--- src/rtl/mec_pkg.sv ---
// Package for the Mandelbrot escape counter: widths, defaults, microcode.
// Holds the control word type and the read-only sequencer program.
// No dependencies.
package mec_pkg;

  localparam int FRAC_BITS_DEF   = 27;
  localparam int COUNT_WIDTH_DEF = 32;
  localparam int DATA_W          = 32;
  localparam int ITER_W          = 16;
  localparam int TOTAL_W         = 32;
  localparam int PROD_W          = 2 * DATA_W;
  localparam logic [ITER_W-1:0] MAX_ITER_RST = ITER_W'(1024);

  localparam int STEP_W = 3;
  typedef logic [STEP_W-1:0] step_t;

  // program steps
  localparam step_t S_IDLE = 3'd0;
  localparam step_t S_MRR  = 3'd1;
  localparam step_t S_MII  = 3'd2;
  localparam step_t S_MRI  = 3'd3;
  localparam step_t S_TEST = 3'd4;
  localparam step_t S_UPD  = 3'd5;
  localparam step_t S_DONE = 3'd6;

  // multiplier operand select
  localparam logic [1:0] MUL_NONE = 2'd0;
  localparam logic [1:0] MUL_RR   = 2'd1;
  localparam logic [1:0] MUL_II   = 2'd2;
  localparam logic [1:0] MUL_RI   = 2'd3;

  // product capture
  localparam logic [1:0] CAP_NONE = 2'd0;
  localparam logic [1:0] CAP_RR   = 2'd1;
  localparam logic [1:0] CAP_II   = 2'd2;

  // sequencing
  localparam logic [2:0] BR_NEXT     = 3'd0;
  localparam logic [2:0] BR_WAIT_IN  = 3'd1;
  localparam logic [2:0] BR_TEST     = 3'd2;
  localparam logic [2:0] BR_JUMP     = 3'd3;
  localparam logic [2:0] BR_WAIT_OUT = 3'd4;

  typedef struct packed {
    logic [1:0] mul;
    logic [1:0] cap;
    logic [2:0] br;
    logic       upd;
    step_t      target;
  } ctrl_t;

  function automatic ctrl_t ucode(input step_t step);
    ctrl_t w;
    w = '{mul: MUL_NONE, cap: CAP_NONE, br: BR_NEXT, upd: 1'b0, target: S_IDLE};
    case (step)
      S_IDLE: begin
        w.br     = BR_WAIT_IN;
        w.target = S_MRR;
      end
      S_MRR: begin
        w.mul = MUL_RR;
      end
      S_MII: begin
        w.mul = MUL_II;
        w.cap = CAP_RR;
      end
      S_MRI: begin
        w.mul = MUL_RI;
        w.cap = CAP_II;
      end
      S_TEST: begin
        w.br     = BR_TEST;
        w.target = S_DONE;
      end
      S_UPD: begin
        w.upd    = 1'b1;
        w.br     = BR_JUMP;
        w.target = S_MRR;
      end
      S_DONE: begin
        w.br     = BR_WAIT_OUT;
        w.target = S_IDLE;
      end
      default: begin
        w.br     = BR_JUMP;
        w.target = S_IDLE;
      end
    endcase
    return w;
  endfunction

endpackage

--- src/rtl/mandelbrot_escape_counter_top.sv ---
// Each iteration is five microcode steps around one shared 32x32 multiplier (three products,
// test, update). A new point is accepted only while the sequencer is idle, and a pending
// result that is stalled holds the sequencer in its done step.
// Reset (rst_n low, synchronous): limit 1024, outside count and z state zero,
// sequencer idle, no result pending.
// Top level of the Mandelbrot escape counter; uses mec_pkg.
module mandelbrot_escape_counter_top
  import mec_pkg::*;
#(
  parameter int FRAC_BITS   = FRAC_BITS_DEF,
  parameter int COUNT_WIDTH = COUNT_WIDTH_DEF
) (
  input  logic                     clk,
  input  logic                     rst_n,
  input  logic                     cfg_valid,
  output logic                     cfg_ready,
  input  logic [ITER_W-1:0]        cfg_max_iterations,
  input  logic                     in_valid,
  output logic                     in_stall,
  input  logic signed [DATA_W-1:0] in_c_re,
  input  logic signed [DATA_W-1:0] in_c_im,
  input  logic                     in_clear_count,
  output logic                     out_valid,
  input  logic                     out_stall,
  output logic                     out_escaped,
  output logic [ITER_W-1:0]        out_iterations_done,
  output logic [TOTAL_W-1:0]       out_outside_total
);

  localparam logic [PROD_W-1:0] FOUR = PROD_W'(1) << (2 * FRAC_BITS + 2);
  localparam logic signed [PROD_W-1:0] SAT_HI =
    {{(PROD_W - DATA_W + 1){1'b0}}, {(DATA_W - 1){1'b1}}};
  localparam logic signed [PROD_W-1:0] SAT_LO =
    {{(PROD_W - DATA_W + 1){1'b1}}, {(DATA_W - 1){1'b0}}};

  step_t                     step_r, step_nxt;
  ctrl_t                     cw;
  logic [ITER_W-1:0]         max_r;
  logic signed [DATA_W-1:0]  cr_r, ci_r, zr_r, zi_r;
  logic [ITER_W-1:0]         n_r;
  logic signed [PROD_W-1:0]  prod_r, rr_r, ii_r, diff_r;
  logic                      esc_r;
  logic [COUNT_WIDTH-1:0]    cnt_r, cnt_inc;
  logic                      out_valid_r, out_esc_r;
  logic [ITER_W-1:0]         out_iter_r;
  logic [TOTAL_W-1:0]        out_total_r, total_clamp;

  logic                      in_xfer, out_take, esc_now, lim_now;
  logic signed [DATA_W-1:0]  mul_a, mul_b;
  logic signed [PROD_W-1:0]  prod, sum_re, sum_im;
  logic [PROD_W-1:0]         mag2;

  assign cw        = ucode(step_r);
  assign cfg_ready = 1'b1;
  assign in_stall  = (step_r != S_IDLE);
  assign in_xfer   = in_valid && !in_stall;
  assign out_take  = (step_r == S_DONE) && (!out_valid_r || !out_stall);

  always_comb begin
    case (cw.mul)
      MUL_RR:  begin mul_a = zr_r; mul_b = zr_r; end
      MUL_II:  begin mul_a = zi_r; mul_b = zi_r; end
      MUL_RI:  begin mul_a = zr_r; mul_b = zi_r; end
      default: begin mul_a = zr_r; mul_b = zr_r; end
    endcase
  end
  assign prod = mul_a * mul_b;

  assign mag2    = PROD_W'(rr_r) + PROD_W'(ii_r);
  assign esc_now = (n_r != '0) && (mag2 > FOUR);
  assign lim_now = (n_r == max_r);

  // floor shifts, then add c; prod_r holds zr*zi during the update step
  assign sum_re = (diff_r >>> FRAC_BITS) + PROD_W'(cr_r);
  assign sum_im = (prod_r >>> (FRAC_BITS - 1)) + PROD_W'(ci_r);

  function automatic logic signed [DATA_W-1:0] sat32(input logic signed [PROD_W-1:0] x);
    if (x > SAT_HI) return DATA_W'(SAT_HI);
    if (x < SAT_LO) return DATA_W'(SAT_LO);
    return x[DATA_W-1:0];
  endfunction

  assign cnt_inc = (esc_r && (cnt_r != '1)) ? cnt_r + COUNT_WIDTH'(1) : cnt_r;

  generate
    if (COUNT_WIDTH > TOTAL_W) begin : g_clamp
      assign total_clamp = (|cnt_inc[COUNT_WIDTH-1:TOTAL_W]) ? '1 : cnt_inc[TOTAL_W-1:0];
    end else begin : g_ext
      assign total_clamp = TOTAL_W'(cnt_inc);
    end
  endgenerate

  always_comb begin
    step_nxt = step_r;
    case (cw.br)
      BR_NEXT:     step_nxt = step_r + STEP_W'(1);
      BR_WAIT_IN:  if (in_xfer) step_nxt = cw.target;
      BR_TEST: begin
        if (esc_now || lim_now) step_nxt = cw.target;
        else step_nxt = step_r + STEP_W'(1);
      end
      BR_JUMP:     step_nxt = cw.target;
      BR_WAIT_OUT: if (out_take) step_nxt = cw.target;
      default:     step_nxt = S_IDLE;
    endcase
  end

  always_ff @(posedge clk) begin
    if (!rst_n) begin
      step_r      <= S_IDLE;
      max_r       <= MAX_ITER_RST;
      cnt_r       <= '0;
      out_valid_r <= 1'b0;
      zr_r        <= '0;
      zi_r        <= '0;
      n_r         <= '0;
    end else begin
      step_r <= step_nxt;
      if (cfg_valid && cfg_ready) max_r <= cfg_max_iterations;
      if (in_xfer) begin
        cr_r <= in_c_re;
        ci_r <= in_c_im;
        zr_r <= in_c_re;
        zi_r <= in_c_im;
        n_r  <= '0;
        if (in_clear_count) cnt_r <= '0;
      end
      if (cw.mul != MUL_NONE) prod_r <= prod;
      if (cw.cap == CAP_RR) rr_r <= prod_r;
      if (cw.cap == CAP_II) ii_r <= prod_r;
      if (cw.br == BR_TEST) begin
        esc_r  <= esc_now;
        diff_r <= rr_r - ii_r;
      end
      if (cw.upd) begin
        zr_r <= sat32(sum_re);
        zi_r <= sat32(sum_im);
        n_r  <= n_r + ITER_W'(1);
      end
      if (out_take) begin
        cnt_r       <= cnt_inc;
        out_valid_r <= 1'b1;
        out_esc_r   <= esc_r;
        out_iter_r  <= n_r;
        out_total_r <= total_clamp;
      end else if (out_valid_r && !out_stall) begin
        out_valid_r <= 1'b0;
      end
    end
  end

  assign out_valid           = out_valid_r;
  assign out_escaped         = out_esc_r;
  assign out_iterations_done = out_iter_r;
  assign out_outside_total   = out_total_r;

endmodule
--- config.mk ---
export PLATFORM = sky130hd
export DESIGN_NAME = mandelbrot_escape_counter_top
export DESIGN_NICKNAME = d
export VERILOG_FILES = /design/src/rtl/mec_pkg.sv /design/src/rtl/mandelbrot_escape_counter_top.sv
export SDC_FILE = /design/constraint.sdc
export NUM_CORES = 2
export LEC_CHECK = 0
export BUFFER_PORTS_ARGS = -buffer_cell sky130_fd_sc_hd__buf_2
export CAP_MARGIN = 40
export CORE_MARGIN = 2
export CORE_UTILIZATION = 29
export CTS_CLUSTER_DIAMETER = 30
export CTS_CLUSTER_SIZE = 10
export DETAILED_ROUTE_END_ITERATION = 8
export PLACE_DENSITY = 0.53
export REMOVE_ABC_BUFFERS = 1
export SKIP_LAST_GASP = 1
export SYNTH_ARGS = -nofsm -noshare
export SYNTH_HDL_FRONTEND = slang
export SYNTH_SLANG_ARGS = --single-unit
--- constraint.sdc ---
create_clock -name clk -period 18 [get_ports clk]
set_clock_uncertainty 0.15 [all_clocks]
set_input_delay 0.9 -clock clk [delete_from_list [all_inputs] [get_ports clk]]
set_output_delay 0.9 -clock clk [all_outputs]
set_load 0.01 [all_outputs]
==> results.json <==
{
  "outcome": "completed",
  "die_h_um": 477,
  "post_cts_buffers": 0,
  "vias": 51864,
  "synthSimpleGateAreaFrac_pct": 15.4,
  "area_delta_synth_final_pct": 13.4,
  "syn_avg_cell_area_um2": 9.31,
  "synth_top_area_cell": "fa_1",
  "synthCells": 6978,
  "antenna_found_initial": 19,
  "grt_max_degree": 67,
  "period_share_pct": 65.6,
  "dr.pass1.iters": 6,
  "drt-initial-drc-count": 4377,
  "ys_seq_area_share_pct": 19.9,
  "vias_per_cell": 5.12,
  "hold_buffers": 0,
  "cp_max_fo": 37,
  "place_congestion": 0.944,
  "synth_compound_area_share_pct": 10.1,
  "first_global_vias": 53576,
  "num_rows": 173,
  "core-area_um2": 223000,
  "grt.met2_usage_pct": 32.9,
  "p_leak_uw": 0.0326,
  "synth_fa_ha_area_share_pct": 41.0,
  "setup_ws_ns": 6.20,
  "synth_top_family_by_area": "adder cells",
  "ys.flop_type": "edfxtp_1",
  "grt_setup_unrepaired": "no",
  "synth_mux_area_share_pct": 2.46,
  "die_area_um2": 228000,
  "critical_path_required_ns": 18.29,
  "totalWireLength_um": 235000,
  "final_cells": 10137,
  "clockRootBuffer": "clkbuf_16",
  "ios": 138,
  "slew_headroom_pct": 28.6,
  "port_buffers": 136,
  "max_cap_violations": 0,
  "cts_buffers": 112,
  "crit_arrival_ns": 12.09,
  "synth_edf_count": 343,
  "cp-end-kind": "register",
  "max_freq_mhz": 84.7,
  "fin_setup_tns_ns": 0,
  "synth_area_leaders": "fa_1 33%, edfxtp_1 16%, ha_1 7.6%, inv_1 6.5%, nand2_1 4.9%",
  "cts_sinks": 475,
  "tightestPinTransition_ns": 1.07,
  "drive_above_1_share_pct": 8.85,
  "dp.cells": 9904,
  "grt_use_total_pct": 20.4,
  "htree_levels": 3,
  "tritoncts": "done",
  "cp-start-kind": "register",
  "grt_overflow_total": 0,
  "syn_area_um2": 65000,
  "insertion_delay_ns": 0.70,
  "yosysWarningCount": 0,
  "finalSetupViolations": 0,
  "p_per_area_nw_per_um2": 86.5,
  "place_ws_ns": 6.33,
  "use_met3_pct": 3.64,
  "wl_per_cell_um": 23.2,
  "slew_violations": 0,
  "holdCritPathClass": "input port to register",
  "fin_crit_ns": 11.80,
  "clk_pin_slew_ns": 0.05,
  "die_width_um": 477,
  "start_util_pct": 29.2,
  "grt_util_met1_pct": 25.8,
  "path_class": "register to register",
  "post-route-drc-count": 0,
  "max_stage_delay_ns": 0.70,
  "cts_resized": 0,
  "ant_nets": 0,
  "grt_pass1_wl_um": 349000,
  "synth_top_cell_area_share_pct": 33.4,
  "crit_top_cell": "fa_1",
  "synth_xor_xnor_area_share_pct": 2.87,
  "nets": 8607,
  "slowest_stage": "nor3_1",
  "hpwl_um": 186000,
  "ys_types": 100,
  "top_usage_layer": "met2",
  "ys_ff_latch": 475,
  "clock_path_buffers": 3,
  "synthArstFlopShare_pct": 0,
  "hold_violations": 0,
  "irDropWorstVdd_mv": 0.0788
}
[logic make-up after synthesis]
kind of cell,after synthesis
AOI/OAI and AO/OA,987
other,1
adders and majority gates,1478
DFF,475
muxes,152
buffers and inverters,1421
xor gates and xnor gates,213
and+or+nand+nor,2251
[power breakdown]
part           leakage (uW)  internal [uW]  total (uW)  switching [uW]
clock network       0.00190           1390        2100             703
logic                0.0265           1030        2820            1790
registers           0.00421           1330        1460             128
[routing by layer]
metal	wire length [um]	up-vias
met1	95500	26451
li1	-	22830
met3	16400	484
met4	13600	4
met5	34	-
met2	109000	2095
[through the flow]
stage / area, um2 / power, uW / hold slack, ns / util, %
finish: 73700 / 6370 / 0.247 / 33.1
CTS: 73600 / 6380 / 0.204 / 33.1
global placement: 69300 / 4210 / 0.274 / 31.2
detailed placement: 69700 / 4260 / 0.283 / 31.3
floorplan: 63800 / 3240 / 0.271 / -
global route: 73700 / 6750 / 0.222 / 33.1
[registers in the layout, summed over array words and instances (netlist names), 3 cells and up]
| signal | flops |
|---|---|
| cr_r | 32 |
| zi_r | 32 |
| ii_r | 64 |
| diff_r | 37 |
| prod_r | 64 |
| max_r | 16 |
| n_r | 16 |
| zr_r | 32 |
| ci_r | 32 |
| out_outside_total | 32 |
| cnt_r | 32 |
| rr_r | 64 |
| step_r | 3 |
| out_iterations_done | 16 |
[worst paths after layout]
path,start,endpoint,slack [ns],cells past startpoint
hold reg to reg,prod_r[12],rr_r[12],0.28,0
hold / removal,in_c_im[28],ci_r[28],0.25,1
setup / recovery,step_r[2],prod_r[60],6.20,32
setup reg to reg,step_r[2],prod_r[60],6.20,32
[layout make-up]
class | instances | area (um2)
antenna | 20 | 50.0
clock buffer | 122 | 2900
clock inverter | 91 | 1090
fill | 23169 | 149000
inverter | 1125 | 4220
multi-input combinational | 5082 | 47100
sequential | 475 | 12900
tap | 2975 | 3720
timing repair buffer | 247 | 1680
[worst max-delay path: cells and delay by family (launching register included)]
| kind | cells | cell delay [ns] |
|---|---|---|
| adder cells (fa/ha/maj) | 10 | 4.75 |
| AO/OA/AOI/OAI | 7 | 2.48 |
| AND/OR/NAND/NOR | 6 | 1.51 |
| buffers and inverters | 7 | 1.34 |
| multiplexers | 1 | 0.66 |
| flip-flops | 1 | 0.50 |
| XOR/XNOR | 1 | 0.14 |
[cells in the final DEF, fill, tap and decap left out, drive strengths merged, types with 28 or more instances in the layout]
cell type / n
inv: 1136
fa: 1085
nand2: 847
nor2: 742
ha: 393
edfxtp: 343
a21oi: 305
buf: 247
xnor2: 153
o21ai: 148
nand3: 142
dfxtp: 132
clkbuf: 122
a21o: 100
nor2b: 95
mux2i: 92
nor3: 75
nor4: 64
mux2: 60
xor2: 60
nand4: 55
clkinv: 49
and3: 46
and2: 40
o31ai: 40
a211oi: 39
o211ai: 38
nand2b: 37
a31oi: 34
or2: 33
o21bai: 32
o21a: 28
a21boi: 28
[synth_stat cells, drive strengths merged, types with 100 or more instances]
master,n
a21oi,305
dfxtp,132
clkbuf,256
fa,1085
ha,393
edfxtp,343
inv,1124
a21o,100
nand2,847
o21ai,148
nand3,142
xnor2,153
nor2,742
No activity file was read; power rests on OpenSTA's default activity.
